## src/rtl/core/spmd_pkg.sv

```systemverilog
// ----------------------------------------------------------------------------
// spmd_pkg
// Shared types, widths, register codes and the microstep sine table for the
// closed-loop stepper microstep driver.
// ----------------------------------------------------------------------------
package spmd_pkg;

    // Microsteps in one electrical cycle and the widths that follow from it.
    localparam int MICROSTEPS = 16;
    localparam int PHASE_W    = $clog2(MICROSTEPS);
    localparam int SLACK_W    = PHASE_W + 2;
    localparam int QTR_STEPS  = MICROSTEPS / 4;

    // Field widths.
    localparam int ANGLE_W    = 15;
    localparam int EFFORT_W   = 12;
    localparam int DBAND_W    = 12;
    localparam int LEVEL_W    = 12;
    localparam int DIR_W      = 2;
    localparam int MAG_W      = 11;
    localparam int AMPL_SHIFT = 10;

    // Configuration port.
    localparam int ADDR_W = 3;
    localparam int DATA_W = 32;

    // Register index taken from the word address.
    localparam logic REG_EFFORT   = 1'b0;
    localparam logic REG_DEADBAND = 1'b1;

    localparam logic [EFFORT_W-1:0] EFFORT_RESET = 12'd2048;
    localparam logic [DBAND_W-1:0]  DBAND_RESET  = 12'd91;

    // H-bridge direction codes.
    localparam logic [DIR_W-1:0] DIR_OFF = 2'd0;
    localparam logic [DIR_W-1:0] DIR_FWD = 2'd1;
    localparam logic [DIR_W-1:0] DIR_REV = 2'd2;

    // Sine magnitude at each microstep phase, amplitude 1024, and the sign.
    localparam logic [MAG_W-1:0] SINE_MAG [MICROSTEPS] = '{
        11'd0,    11'd392,  11'd724,  11'd946,
        11'd1024, 11'd946,  11'd724,  11'd392,
        11'd0,    11'd392,  11'd724,  11'd946,
        11'd1024, 11'd946,  11'd724,  11'd392
    };
    localparam logic [MICROSTEPS-1:0] SINE_NEG = 16'hFE00;

    typedef struct packed {
        logic [ANGLE_W-1:0] measured_angle;
        logic [ANGLE_W-1:0] target_angle;
        logic               target_valid;
        logic               fault;
    } t_in_item;

    typedef struct packed {
        logic [LEVEL_W-1:0] coil_a_level;
        logic [DIR_W-1:0]   coil_a_dir;
        logic [LEVEL_W-1:0] coil_b_level;
        logic [DIR_W-1:0]   coil_b_dir;
        logic               driving;
    } t_out_item;

    typedef struct packed {
        logic               drive;
        logic [PHASE_W-1:0] phase;
    } t_step;

endpackage

```

## src/rtl/core/spmd_ctrl.sv

```systemverilog
// ----------------------------------------------------------------------------
// spmd_ctrl
// Position compare, slack counter and microstep phase register.
// ----------------------------------------------------------------------------
module spmd_ctrl (
    input  logic                                i_clk,
    input  logic                                i_rst_n,
    input  logic                                i_fire,
    input  spmd_pkg::t_in_item                  i_item,
    input  logic [spmd_pkg::DBAND_W-1:0]        i_deadband,
    output spmd_pkg::t_step                     o_step
);

    localparam logic signed [spmd_pkg::SLACK_W-1:0] SLACK_FULL =
        spmd_pkg::SLACK_W'(spmd_pkg::MICROSTEPS);
    localparam logic signed [spmd_pkg::SLACK_W-1:0] SLACK_ONE =
        spmd_pkg::SLACK_W'(1);
    localparam logic [spmd_pkg::PHASE_W-1:0] PHASE_LAST =
        spmd_pkg::PHASE_W'(spmd_pkg::MICROSTEPS - 1);

    logic [spmd_pkg::PHASE_W-1:0]        r_phase, n_phase;
    logic signed [spmd_pkg::SLACK_W-1:0] r_slack, n_slack;
    logic [spmd_pkg::ANGLE_W:0]          meas_x, targ_x, db_x;
    logic                                over, under, move_up, move_dn;

    assign meas_x = {1'b0, i_item.measured_angle};
    assign targ_x = {1'b0, i_item.target_angle};
    assign db_x   = (spmd_pkg::ANGLE_W + 1)'(i_deadband);
    assign over   = meas_x > (targ_x + db_x);
    assign under  = (meas_x + db_x) < targ_x;

    always_comb begin
        move_up = 1'b0;
        move_dn = 1'b0;
        n_slack = r_slack;
        if (i_item.fault || !i_item.target_valid) begin
            n_slack = r_slack;
        end else if (over) begin
            move_up = 1'b1;
            n_slack = SLACK_FULL;
        end else if (under) begin
            move_dn = 1'b1;
            n_slack = -SLACK_FULL;
        end else if (r_slack > 0) begin
            move_up = 1'b1;
            n_slack = r_slack - SLACK_ONE;
        end else if (r_slack < 0) begin
            move_dn = 1'b1;
            n_slack = r_slack + SLACK_ONE;
        end

        n_phase = r_phase;
        if (move_up) begin
            n_phase = (r_phase == PHASE_LAST) ? '0 : r_phase + 1'b1;
        end else if (move_dn) begin
            n_phase = (r_phase == '0) ? PHASE_LAST : r_phase - 1'b1;
        end
    end

    assign o_step.drive = move_up || move_dn;
    assign o_step.phase = n_phase;

    always_ff @(posedge i_clk) begin
        if (!i_rst_n) begin
            r_phase <= '0;
            r_slack <= '0;
        end else if (i_fire) begin
            r_phase <= n_phase;
            r_slack <= n_slack;
        end
    end

`ifndef SYNTHESIS
    a_slack_range: assert property (@(posedge i_clk) disable iff (!i_rst_n)
        (r_slack <= SLACK_FULL) && (r_slack >= -SLACK_FULL))
        else $error("slack counter left its range");

    a_hold_when_off: assert property (@(posedge i_clk) disable iff (!i_rst_n)
        i_fire && (i_item.fault || !i_item.target_valid)
        |=> $stable(r_phase) && $stable(r_slack))
        else $error("phase or slack moved on a fault or invalid target");
`endif

endmodule

```

## src/rtl/core/spmd_coil.sv

```systemverilog
// ----------------------------------------------------------------------------
// spmd_coil
// Sine lookup and effort scaling for one coil, as magnitude plus direction.
// ----------------------------------------------------------------------------
module spmd_coil (
    input  logic                                i_drive,
    input  logic [spmd_pkg::PHASE_W-1:0]        i_phase,
    input  logic [spmd_pkg::EFFORT_W-1:0]       i_effort,
    output logic [spmd_pkg::LEVEL_W-1:0]        o_level,
    output logic [spmd_pkg::DIR_W-1:0]          o_dir
);

    localparam int PROD_W = spmd_pkg::EFFORT_W + spmd_pkg::MAG_W;

    logic [spmd_pkg::MAG_W-1:0] mag;
    logic                       neg;
    logic [PROD_W-1:0]          prod;

    assign mag  = spmd_pkg::SINE_MAG[i_phase];
    assign neg  = spmd_pkg::SINE_NEG[i_phase];
    assign prod = PROD_W'(i_effort) * PROD_W'(mag);

    // The product over 1024 never exceeds the level width.
    always_comb begin
        if (i_drive) begin
            o_level = prod[spmd_pkg::AMPL_SHIFT +: spmd_pkg::LEVEL_W];
            o_dir   = neg ? spmd_pkg::DIR_REV : spmd_pkg::DIR_FWD;
        end else begin
            o_level = '0;
            o_dir   = spmd_pkg::DIR_OFF;
        end
    end

endmodule

```

## src/rtl/core/stepper_position_microstep_driver.sv

```systemverilog
// ----------------------------------------------------------------------------
// stepper_position_microstep_driver
// Closed-loop microstep drive: one request per control tick in, one set of
// coil levels and bridge directions out.
// ----------------------------------------------------------------------------
// Each request carries the measured and target shaft angles in 15-bit sensor
// counts plus a target-valid and a fault flag, and produces exactly one result.
// The block takes a new request in every clock cycle while o_in_stall is low.
// A request is held in the input register, then the position compare, slack
// counter, phase step, sine lookup and effort multiply run in a single pass
// into the result register. A stall on the output fills both registers and
// then stalls the input. The sine table is constant logic, so there is no
// start-up sweep after reset. Motor effort sits at address 0 and the deadband
// at address 4; write them only while no request is in flight.
// ----------------------------------------------------------------------------
module stepper_position_microstep_driver (
    input  logic                                i_clk,
    input  logic                                i_rst_n,
    // Request channel.
    input  logic                                i_in_valid,
    output logic                                o_in_stall,
    input  spmd_pkg::t_in_item                  i_in_item,
    // Result channel.
    output logic                                o_out_valid,
    input  logic                                i_out_stall,
    output spmd_pkg::t_out_item                 o_out_item,
    // Configuration port.
    input  logic                                psel,
    input  logic                                penable,
    input  logic                                pwrite,
    input  logic [spmd_pkg::ADDR_W-1:0]         paddr,
    input  logic [spmd_pkg::DATA_W-1:0]         pwdata,
    output logic [spmd_pkg::DATA_W-1:0]         prdata,
    output logic                                pready
);

    logic [spmd_pkg::EFFORT_W-1:0] r_effort;
    logic [spmd_pkg::DBAND_W-1:0]  r_deadband;
    logic                          r_in_vld, n_in_vld;
    logic                          r_out_vld, n_out_vld;
    spmd_pkg::t_in_item            r_in_item;
    spmd_pkg::t_out_item           r_out_item, n_out_item;
    spmd_pkg::t_step               step;
    logic [spmd_pkg::PHASE_W-1:0]  phase_b;
    logic                          out_free, fire, in_acc, cfg_wr;

    // ------------------------------------------------------------------
    // Configuration registers. The word address picks the register.
    // ------------------------------------------------------------------
    assign pready = 1'b1;
    assign cfg_wr = psel && penable && pwrite && pready;

    always_ff @(posedge i_clk) begin
        if (!i_rst_n) begin
            r_effort   <= spmd_pkg::EFFORT_RESET;
            r_deadband <= spmd_pkg::DBAND_RESET;
        end else if (cfg_wr) begin
            unique case (paddr[2])
                spmd_pkg::REG_EFFORT:   r_effort   <= pwdata[spmd_pkg::EFFORT_W-1:0];
                spmd_pkg::REG_DEADBAND: r_deadband <= pwdata[spmd_pkg::DBAND_W-1:0];
                default: ;
            endcase
        end
    end

    always_comb begin
        unique case (paddr[2])
            spmd_pkg::REG_EFFORT:   prdata = spmd_pkg::DATA_W'(r_effort);
            spmd_pkg::REG_DEADBAND: prdata = spmd_pkg::DATA_W'(r_deadband);
            default:                prdata = '0;
        endcase
    end

    // ------------------------------------------------------------------
    // Flow control. The result register moves on when it is empty or its
    // content is taken; the input register then hands its request over.
    // ------------------------------------------------------------------
    assign out_free   = !r_out_vld || !i_out_stall;
    assign fire       = r_in_vld && out_free;
    assign o_in_stall = r_in_vld && !out_free;
    assign in_acc     = i_in_valid && !o_in_stall;

    always_comb begin
        n_in_vld = r_in_vld;
        if (in_acc) begin
            n_in_vld = 1'b1;
        end else if (fire) begin
            n_in_vld = 1'b0;
        end
        n_out_vld = r_out_vld;
        if (fire) begin
            n_out_vld = 1'b1;
        end else if (!i_out_stall) begin
            n_out_vld = 1'b0;
        end
    end

    always_ff @(posedge i_clk) begin
        if (!i_rst_n) begin
            r_in_vld  <= 1'b0;
            r_out_vld <= 1'b0;
        end else begin
            r_in_vld  <= n_in_vld;
            r_out_vld <= n_out_vld;
        end
    end

    always_ff @(posedge i_clk) begin
        if (in_acc) begin
            r_in_item <= i_in_item;
        end
        if (fire) begin
            r_out_item <= n_out_item;
        end
    end

    // ------------------------------------------------------------------
    // Single-pass datapath: decide the step, then look up both coils.
    // Coil B runs a quarter electrical turn ahead of coil A.
    // ------------------------------------------------------------------
    spmd_ctrl u_ctrl (
        .i_clk      (i_clk),
        .i_rst_n    (i_rst_n),
        .i_fire     (fire),
        .i_item     (r_in_item),
        .i_deadband (r_deadband),
        .o_step     (step)
    );

    always_comb begin
        if (step.phase >= spmd_pkg::PHASE_W'(spmd_pkg::MICROSTEPS - spmd_pkg::QTR_STEPS)) begin
            phase_b = step.phase - spmd_pkg::PHASE_W'(spmd_pkg::MICROSTEPS - spmd_pkg::QTR_STEPS);
        end else begin
            phase_b = step.phase + spmd_pkg::PHASE_W'(spmd_pkg::QTR_STEPS);
        end
    end

    spmd_coil u_coil_a (
        .i_drive  (step.drive),
        .i_phase  (step.phase),
        .i_effort (r_effort),
        .o_level  (n_out_item.coil_a_level),
        .o_dir    (n_out_item.coil_a_dir)
    );

    spmd_coil u_coil_b (
        .i_drive  (step.drive),
        .i_phase  (phase_b),
        .i_effort (r_effort),
        .o_level  (n_out_item.coil_b_level),
        .o_dir    (n_out_item.coil_b_dir)
    );

    assign n_out_item.driving = step.drive;

    assign o_out_valid = r_out_vld;
    assign o_out_item  = r_out_item;

`ifndef SYNTHESIS
    a_off_is_quiet: assert property (@(posedge i_clk) disable iff (!i_rst_n)
        o_out_valid && !o_out_item.driving
        |-> (o_out_item.coil_a_level == '0) && (o_out_item.coil_b_level == '0)
            && (o_out_item.coil_a_dir == spmd_pkg::DIR_OFF)
            && (o_out_item.coil_b_dir == spmd_pkg::DIR_OFF))
        else $error("coils not off on an idle result");

    a_drive_has_dir: assert property (@(posedge i_clk) disable iff (!i_rst_n)
        o_out_valid && o_out_item.driving
        |-> (o_out_item.coil_a_dir != spmd_pkg::DIR_OFF)
            && (o_out_item.coil_b_dir != spmd_pkg::DIR_OFF))
        else $error("driving result without a bridge direction");

    a_stall_only_full: assert property (@(posedge i_clk) disable iff (!i_rst_n)
        o_in_stall |-> r_in_vld && r_out_vld && i_out_stall)
        else $error("input stalled while the pipeline has room");
`endif

endmodule
```

## config.mk

```make
export PLATFORM = sky130hd
export DESIGN_NAME = stepper_position_microstep_driver
export DESIGN_NICKNAME = d
export VERILOG_FILES = /design/src/rtl/core/spmd_pkg.sv /design/src/rtl/core/spmd_ctrl.sv /design/src/rtl/core/spmd_coil.sv /design/src/rtl/core/stepper_position_microstep_driver.sv
export SDC_FILE = /design/constraint.sdc
export NUM_CORES = 1
export LEC_CHECK = 0
export BUFFER_PORTS_ARGS = -buffer_cell sky130_fd_sc_hd__buf_4
export CAP_MARGIN = 20
export CORE_ASPECT_RATIO = 0.75
export CORE_MARGIN = 8
export CORE_UTILIZATION = 40
export CTS_CLUSTER_DIAMETER = 100
export DETAILED_ROUTE_END_ITERATION = 6
export PLACE_DENSITY = 0.59
export SYNTH_ARGS = -nofsm -noshare
export SYNTH_HDL_FRONTEND = slang
export SYNTH_SLANG_ARGS = --single-unit
```

## constraint.sdc

```tcl
create_clock -name i_clk -period 12.91 [get_ports i_clk]
set_input_delay 3.873 -clock i_clk [delete_from_list [all_inputs] [get_ports i_clk]]
set_output_delay 3.873 -clock i_clk [all_outputs]
set_load 0.01 [all_outputs]
```

== Yosys cells after proc, flatten, opt, wreduce, memory -nomap -nowiden ==
Memories as Yosys holds them, arrays and structs flattened.
Cells that the tools add are included.

* $add $sub $neg: 8
* $mul: 2
* Divide/modulo/power cells: 0
* $lt $le $gt $ge: 9
* Equal/unequal tests: 2
* Shift operators: 0
* Muxes and demuxes: 31
* Bitwise gates (word level): 4
* Reduce and logical (&&, ||, !) cells: 19

{| class="wikitable"
|+ Operator list
! operator !! number
|-
| $pmux 32 s2 || 1
|-
| $mul 12x11->22 || 2
|-
| $mux 11 || 4
|-
| $add 15x12->16 || 2
|-
| $mux 6 || 4
|-
| $mux 4 || 5
|-
| $gt 15x16->1 || 1
|-
| $lt 16x15->1 || 1
|-
| $mux 1 || 15
|-
| $ge 5x5->1 const B || 2
|-
| $lt 4x5->1 const B || 2
|-
| $not 4->5 || 2
|-
| $add 6x2->6 const B || 1
|-
| $gt 6x1->1 const B || 1
|-
| $lt 6x1->1 const B || 1
|-
| $sub 6x2->6 const B || 1
|-
| $logic_and 1x1->1 || 5
|-
| $logic_not 1->1 || 5
|-
| $add 4x1->4 const B || 1
|-
| $add 4x3->4 const B || 1
|-
| $eq 4x4->1 const B || 1
|-
| $ge 4x4->1 const B || 1
|-
| $logic_not 4->1 || 1
|-
| $mux 2 || 2
|-
| 9 further kinds || 13
|}

* Bits in registers: 97
* Latch bits: 0
* Memory bits (writable): 0
* Memory bits (read-only): 384
* Output and inout bits: 64
* Word-level logic and storage cells: 94
* Memories: 4

{| class="wikitable"
|+ Memory list
! name !! words !! bits a word !! read ports !! clocked after Yosys merged registers in !! wr ports !! RTL line !! source
|-
| (no name shown) || 16 || 11 || 1 || 0 || 0 || spmd_coil.sv:19 || <nowiki>assign mag = spmd_pkg::SINE_MAG[i_phase];</nowiki>
|-
| (no name shown) || 16 || 11 || 1 || 0 || 0 || spmd_coil.sv:19 ||
|-
| (no name shown) || 16 || 1 || 1 || 0 || 0 || spmd_coil.sv:20 || <nowiki>assign neg = spmd_pkg::SINE_NEG[i_phase];</nowiki>
|-
| (no name shown) || 16 || 1 || 1 || 0 || 0 || spmd_coil.sv:20 ||
|}

== Logic depth before layout (Yosys ltp) ==
Gate-level depths: netlist of run 1.

* Depth in word-level cells: 15
* Mapped depth: 48

== Modules after synthesis ==
From an unflattened synthesis of run 1, not the netlist that was laid out.

* Cell total of the unflattened synthesis: 1475
* Area total of the unflattened synthesis: 13812.0 um2

{| class="wikitable"
|+ By module, submodules not included
! module !! instances !! cells an instance !! area an instance (um2)
|-
| spmd_coil (u_coil_a) || 1 || 448 || 3910.0
|-
| spmd_coil (u_coil_b) || 1 || 456 || 3868.7
|-
| stepper_position_microstep_driver || 1 || 208 || 3216.8
|-
| spmd_ctrl || 1 || 363 || 2816.5
|}

== Worst setup path before layout of run 1 ==
OpenSTA, ideal clock, no wires.

* Path type: flip-flop to flip-flop
* Start point: reg r_in_item[2] (netlist name)
* End point: reg r_out_item, in the netlist o_out_item[28] (data pin)
* Arrival time: 10.625 ns
* Required time: 12.656 ns
* Setup slack: 2.032 ns
* Stages on the path, launching flop included: 48
* Buffers on the path: 3
* Period minus slack after synthesis: 10.878 ns
* Cells stage by stage: edfxtp_1 ha_1 fa_1 a21o_1 a21oi_1 o21bai_1 a21oi_1 nor2b_1 o21a_1 o31a_1 o41ai_1 nor3_1 xnor2_1 ha_1 nand4_1 or4_1 o211ai_2 a211o_1 (+12 left out) fa_1 inv_1 fa_1 inv_1 fa_1 inv_1 fa_1 inv_1 ha_1 nand3_1 o21ai_0 a311oi_1 o41ai_1 a21oi_1 nor2b_1 nor2_1 xnor3_1 nor2_1

{| class="wikitable"
|+ RTL lines
! what !! RTL line !! source
|-
| from (decl) || stepper_position_microstep_driver.sv:41 || <nowiki>spmd_pkg::t_in_item r_in_item;</nowiki>
|-
| from (signal assigned) || stepper_position_microstep_driver.sv:110 || <nowiki>r_in_item <= i_in_item;</nowiki>
|-
| to (signal assigned) || stepper_position_microstep_driver.sv:113 || <nowiki>r_out_item <= n_out_item;</nowiki>
|-
| to (decl) || stepper_position_microstep_driver.sv:42 || <nowiki>spmd_pkg::t_out_item r_out_item, n_out_item;</nowiki>
|}

== Final worst setup path of run 1 ==
* Start point: reg r_in_item[2] (netlist name)
* End point: reg r_out_item, in the netlist o_out_item[14] (data pin)

* Word-level cells in the longest chain between the ends: 13
* Elaborated cells on any way between the ends: 21

{| class="wikitable"
|+ RTL lines
! what !! RTL line !! source
|-
| $add 15x12->16 / $lt 16x15->1 (equally long branches) || spmd_ctrl.sv:29, spmd_ctrl.sv:30 ||
|-
| $gt 15x16->1 / $mux 1 (equally long branches) || spmd_ctrl.sv:29, spmd_ctrl.sv:41 ||
|-
| $mux 1 || spmd_ctrl.sv:38 || <nowiki>end else if (over) begin</nowiki>
|-
| $mux 1 || spmd_ctrl.sv:36 || <nowiki>if (i_item.fault || !i_item.target_valid) begin</nowiki>
|-
| $mux 4 || spmd_ctrl.sv:55 || <nowiki>end else if (move_dn) begin</nowiki>
|-
| $mux 4 || spmd_ctrl.sv:53 || <nowiki>if (move_up) begin</nowiki>
|-
| $add 4x3->4 (tied with other cells) || stepper_position_microstep_driver.sv:134 || <nowiki>phase_b = step.phase + spmd_pkg::PHASE_W'(spmd_pkg::QTR_STEPS);</nowiki>
|-
| $mux 4 || stepper_position_microstep_driver.sv:131 || <nowiki>if (step.phase >= spmd_pkg::PHASE_W'(spmd_pkg::MICROSTEPS - spmd_pkg::QTR_STEPS)) begin</nowiki>
|-
| $not 4->5 (not written as such) || spmd_coil.sv:19 ||
|-
| $mem_v2 16x11 || - ||
|-
| $mux 11 (not written as such) (2 in a row) || spmd_coil.sv:19 ||
|-
| $mul 12x11->22 || spmd_coil.sv:21 || <nowiki>assign prod = PROD_W'(i_effort) * PROD_W'(mag);</nowiki>
|}

Several ways; a longest one is shown, not always the timed one. The select of a mux whose other input is x is not followed.
A chain may end at the register's enable or synchronous reset.

==> results.toml, run 1 <==
[status]
outcome = "complete, no violations"

[drt]
drt_wl_total_mm = 32.5
ant_nets = 0
wire_per_inst_um = 17.0
vias = 9403
viasPerCell = 4.93
drtIter0Drc = 641
firstDrtPassIters = 5
drc = 0

[clocking]
cts_tree = "built"
clkSinkCount = 97
clock_path_buffers = 2
path_clk_slew_ns = 0.08
cts_made_buffers = 9
postCtsHoldBufs = 0
clk_latency_ns = 0.38
htreeDepth = 3
root_buffer = "clkbuf_16"

[final_layout]
final_layout_size_suffix_gt1_share_pct = 11.3
syn2layout_area_growth_pct = 11.2
fin_nets = 1871
utilization_pct = 44.9
n_antenna_cell = 0

[pwr]
p_leak_nw = 7.51
peakVddDrop_uv = 63.9
power_density_nw_per_um2 = 67.0

[placement]
io_buffers = 94
hpwl_mm = 26.7
place_congestion = 0.876

[floorplan]
num_rows = 57
die_area_um2 = 38600
core_area_um2 = 32200
die_y_um = 172
num_io_pins = 138
die_w_um = 224
initial_core_util_pct = 40.4

[setup_path]
required_ns = 13.14
critPathMaxStageDelay_ns = 0.58
crit_type = "reg2reg"
timing.critical_path.mode_cell = "fa_1"
arrival_ns = 12.36
crit_fanout = 18
start_kind = "register"
endpoint_kind = "register"
cpMaxStageDelayCell = "or4_1"

[logic_synthesis]
synth_seq_cells = 97
synthesis.area_um2 = 13000
ys_seq_area_share_pct = 19.7
yosys_most_used_dff = "edfxtp_1"
synth-edff-count = 61
yosysWarningCount = 0
synth_cell_type_count = 78
synth_area_per_cell_um2 = 9.40
synthArstFlopShare_pct = 0
synth_cells = 1382

[timing]
rsz0062_at_grt = "false"
clock.fmax_mhz = 82.5
skew_ns = 0.0128
setup_viol = 0
drv_slew = 0
worst_slew_pin_slew_ns = 1.08
finalHoldViolCount = 0
relSlewSlack_pct = 27.6
post-route-period-util_pct = 93.9
tns_ns = 0
fin_crit_ns = 12.13

[global_route]
grt_pass1_vias = 9769
grt_pass1_wl_mm = 53.5
grt_start_max_net_pins = 37
gr-total-overflow = 0
antenna_found_initial = 0
track_usage_pct = 17.6

[hold_path]
hold_class = "reg2reg"

[job]
drv_cap = 0
-- layout make-up --
type	instances	area, µm²
Clock inverter	5	77.6
Multi-Input combinational cell	992	9230
Sequential cell	97	2550
Inverter	249	935
Clock buffer	11	233
Fill cell	3130	17700
Tap cell	442	553
Timing Repair Buffer	112	861
-- layout by cell type, fill, tap and decap left out, types with 3 or more instances in the layout --
| master | n |
|---|---|
| inv_1 | 248 |
| ha_1 | 178 |
| nand2_1 | 163 |
| fa_1 | 157 |
| buf_4 | 111 |
| nor2_1 | 68 |
| a21oi_1 | 63 |
| edfxtp_1 | 61 |
| and2_1 | 49 |
| dfxtp_1 | 36 |
| nor3_1 | 30 |
| xnor2_1 | 28 |
| nor2b_1 | 24 |
| xor2_1 | 21 |
| conb_1 | 21 |
| o21ai_0 | 20 |
| nand3_1 | 15 |
| mux2_2 | 14 |
| a21o_1 | 12 |
| and3_1 | 11 |
| nand2b_1 | 10 |
| clkbuf_16 | 9 |
| nand4_1 | 8 |
| o21a_1 | 8 |
| o211ai_1 | 7 |
| a211oi_1 | 6 |
| a21boi_0 | 5 |
| o41ai_1 | 5 |
| a211oi_2 | 3 |
| a211o_1 | 3 |
| a2111o_1 | 3 |
| mux2i_1 | 3 |
| or2_2 | 3 |
| a22oi_1 | 3 |
-- logic make-up (layout without fill, tap and decap cells) --
kind of cell / after synthesis / after routing / share of synthesized area (%)
and+or+nand+nor: 395 / 395 / 14.4
buffers and inverters: 312 / 377 / 9.95
AOI/OAI and AO/OA: 170 / 170 / 9.20
other: 2 / 21 / 0.0578
muxes: 18 / 18 / 1.62
adders and majority gates: 337 / 337 / 41.5
xor gates and xnor gates: 51 / 51 / 3.65
DFF: 97 / 97 / 19.7
-- synth_stat cells (25+ instances only) --
| cell | n | area share [%] |
|---|---|---|
| clkbuf_1 | 28 | 0.81 |
| inv_1 | 248 | 7.2 |
| xnor2_1 | 28 | 1.9 |
| nand2_1 | 163 | 4.7 |
| a21oi_1 | 63 | 2.4 |
| nor2b_1 | 25 | 1.2 |
| nor2_1 | 68 | 2.0 |
| edfxtp_1 | 61 | 14 |
| ha_1 | 179 | 17 |
| nor3_1 | 30 | 1.2 |
| fa_1 | 157 | 24 |
| dfxtp_1 | 36 | 5.5 |
| and2_1 | 49 | 2.4 |
-- stage by stage --
step | total power [mW] | hold WS, ns | setup WS [ns] | instances | cell area [µm²]
after floorplan | 0.577 | 0.445 | 2.03 | 1401 | 13100
after global placement | 0.669 | 0.463 | 0.971 | 1890 | 14100
after detailed placement | 0.673 | 0.480 | 0.808 | 1890 | 14100
after CTS | 0.976 | 0.497 | 0.664 | 1906 | 14400
after global routing | 1.03 | 0.539 | 0.159 | 1908 | 14400
final | 0.968 | 0.493 | 0.782 | 1908 | 14400
-- report_power, final --
part	switching, mW	internal, mW
Clock	0.126	0.170
Combinational	0.186	0.128
Sequential	0.0130	0.345
Total	0.325	0.643
-- state kept, by name (all words and copies together), names as in the netlist --
| signal | cells |
|---|---|
| o_out_item | 29 |
| r_effort | 12 |
| u_ctrl.r_slack | 6 |
| r_in_vld | 1 |
| u_ctrl.r_phase | 4 |
| r_in_item | 32 |
| r_deadband | 12 |
| o_out_valid | 1 |
-- timing repair --
action / in CTS / in global routing
resized for setup: 0 / 1
endpoints found under the setup margin: 0 / 1
buffers inserted: 0 / 0
-- worst max-delay path, delay by kind of cell, from the launching register on --
family                     cells  cell delay, ns
AOI/OAI and AO/OA             15            3.66
xor gates and xnor gates       2            0.56
muxes                          1            0.50
adders and majority gates      9            3.94
buffers and inverters          6            0.67
and+or+nand+nor               10            2.21
DFF                            1            0.39
-- per-layer routing --
layer / GRT usage (%) / vias up / part of all wire [%]
met4: 3.86 / 0 / 1.3
met1: 26.5 / 4526 / 52
met3: 3.56 / 26 / 6.3
li1: - / 4617 / -
met2: 25.4 / 234 / 40
met5: 0 / - / 0
-- final timing paths --
check / from / slack, ns / cells after the start / endpoint
max: r_in_item[2] / 0.78 / 43 / o_out_item[14]
min: r_in_vld / 0.49 / 2 / o_out_valid
max reg2reg: r_in_item[2] / 0.78 / 43 / o_out_item[14]
min reg2reg: r_in_vld / 0.49 / 2 / o_out_valid
No activity file was read; power rests on OpenSTA's default activity.
==> run 2, diff against run 1 <==
--- a/config.mk
+++ b/config.mk
@@ -7,12 +7,14 @@
 export LEC_CHECK = 0
 export BUFFER_PORTS_ARGS = -buffer_cell sky130_fd_sc_hd__buf_4
 export CAP_MARGIN = 20
+export CELL_PAD_IN_SITES_DETAIL_PLACEMENT = 1
+export CELL_PAD_IN_SITES_GLOBAL_PLACEMENT = 1
 export CORE_ASPECT_RATIO = 0.75
 export CORE_MARGIN = 8
 export CORE_UTILIZATION = 40
 export CTS_CLUSTER_DIAMETER = 100
 export DETAILED_ROUTE_END_ITERATION = 6
-export PLACE_DENSITY = 0.59
+export PLACE_DENSITY = 0.73
 export SYNTH_ARGS = -nofsm -noshare
 export SYNTH_HDL_FRONTEND = slang
 export SYNTH_SLANG_ARGS = --single-unit
==> run 2 against run 1 <==
Net effect:
- routed wire length increased by 10%
- non-clock buffer count unchanged
- critical path depth unchanged
- flip-flop and latch count unchanged
- global-route usage increased by 1.6 points
- first-iteration DRC count decreased by 26%
- fmax decreased by 0.65%
- combinational power increased by 3%
- via count increased by 2.0%
- sequential power about the same
- worst setup slack got worse by 0.079 ns
- critical endpoint is now o_out_item[28]
- largest cell class unchanged
==> results.toml, run 2 (same netlist as run 1, synthesis figures left out) <==
[pwr]
power_density_nw_per_um2 = 67.1
p_leak_nw = 7.51
peakVddDrop_uv = 67.0
total_power_mw = 0.970

[global_route]
track_usage_pct = 19.2
grt_pass1_vias = 10600
grt_pass1_wl_mm = 58.2
antenna_found_initial = 0
grt_start_max_net_pins = 37
gr-total-overflow = 0

[final_layout]
final_common_cell = "inv_1"
largest_register_ffs = 32
fin_cells = 1908
n_antenna_cell = 0
final_cell_mix = "inv_1 (248), ha_1 (178), nand2_1 (163)"
final_layout_size_suffix_gt1_share_pct = 11.5
syn2layout_area_growth_pct = 11.2
fin_nets = 1871
nFillCells = 3718
regMostFlops = "r_in_item"

[status]
outcome = "complete, no violations"

[clocking]
clock_path_buffers = 2
clk_latency_ns = 0.38
cts_tree = "built"
htreeDepth = 3
cts_made_buffers = 9
path_clk_slew_ns = 0.08
cts_setup_buffers = 0
root_buffer = "clkbuf_16"
clkSinkCount = 97

[setup_path]
cpMaxStageDelayCell = "or4_1"
crit_type = "reg2reg"
critPathMaxStageDelay_ns = 0.58
crit_fanout = 7
arrival_ns = 12.31
start_kind = "register"
required_ns = 13.01
timing.critical_path.mode_cell = "fa_1"
endpoint_kind = "register"

[placement]
hpwl_mm = 29.8
place_congestion = 0.855
io_buffers = 94
dp.cells = 1891

[drt]
wire_per_inst_um = 18.7
vias = 9588
drt_wl_total_mm = 35.7
drtIter0Drc = 476
firstDrtPassIters = 4
viasPerCell = 5.03
drc = 0
ant_nets = 0

[timing]
post-route-period-util_pct = 94.6
worst_slew_pin_slew_ns = 1.11
tns_ns = 0
relSlewSlack_pct = 25.5
setup_viol = 0
skew_ns = 0.0172
finalHoldViolCount = 0
rsz0062_at_grt = "false"
drv_slew = 0
fin_crit_ns = 12.21
clock.fmax_mhz = 81.9

[hold_path]
hold_class = "reg2reg"

[floorplan]
num_io_pins = 138
die_y_um = 172
die_w_um = 224
num_rows = 57
die_area_um2 = 38600
initial_core_util_pct = 40.4
core_area_um2 = 32200

[job]
drv_cap = 0
run 2: worst paths after layout:
check	from	endpoint	slack [ns]	cells past startpoint
setup / recovery	r_in_item[2]	o_out_item[28]	0.70	43
hold / removal	r_effort[0]	r_effort[0]	0.50	2
setup reg to reg	r_in_item[2]	o_out_item[28]	0.70	43
hold reg to reg	r_effort[0]	r_effort[0]	0.50	2
run 2: timing repair:
action / in CTS / in global routing
setup endpoints to repair: 0 / 4
hold buffers: 0 / 0
gates resized for setup: 0 / 2
run 2: worst max-delay path, delay by kind of cell (launching register included):
family                   cells  cell delay [ns]
AO/OA/AOI/OAI               16             4.23
adder cells (fa/ha/maj)      9             4.18
AND/OR/NAND/NOR             12             2.23
XOR/XNOR                     2             0.55
flip-flops                   1             0.40
buffers and inverters        4             0.35
run 2: metrics by stage:
| stage | setup WS [ns] | utilization [%] | hold slack, ns | area [µm²] |
|---|---|---|---|---|
| after floorplan | 2.03 | - | 0.445 | 13100 |
| after global placement | 0.765 | 43.8 | 0.461 | 14100 |
| after detailed placement | 0.459 | 43.8 | 0.491 | 14100 |
| after CTS | 0.307 | 44.8 | 0.501 | 14400 |
| after global routing | 0.0699 | 44.9 | 0.511 | 14400 |
| final | 0.703 | 44.9 | 0.499 | 14400 |
run 2: cell type report:
type | count | area (µm²) | share of cell area, %
inverter | 249 | 935 | 6.47
tap | 442 | 553 | 3.83
clock inverter | 7 | 76.3 | 0.529
clock buffer | 9 | 225 | 1.56
timing repair buffer | 112 | 861 | 5.96
multi-input combinational | 992 | 9240 | 64.0
sequential | 97 | 2550 | 17.7
run 2: power by group:
group | internal, mW | leakage [nW] | switching, mW
Sequential | 0.345 | 0.885 | 0.0131
Clock | 0.152 | 0.148 | 0.135
Combinational | 0.130 | 6.48 | 0.194
run 2: metal layers:
metal | GRT usage [%] | share of wire, % | vias up
li1 | - | - | 4594
met3 | 3.49 | 5.3 | 26
met1 | 27.9 | 50 | 4795
met2 | 29.7 | 44 | 173
met5 | 0 | 0 | -
met4 | 3.74 | 0.99 | 0
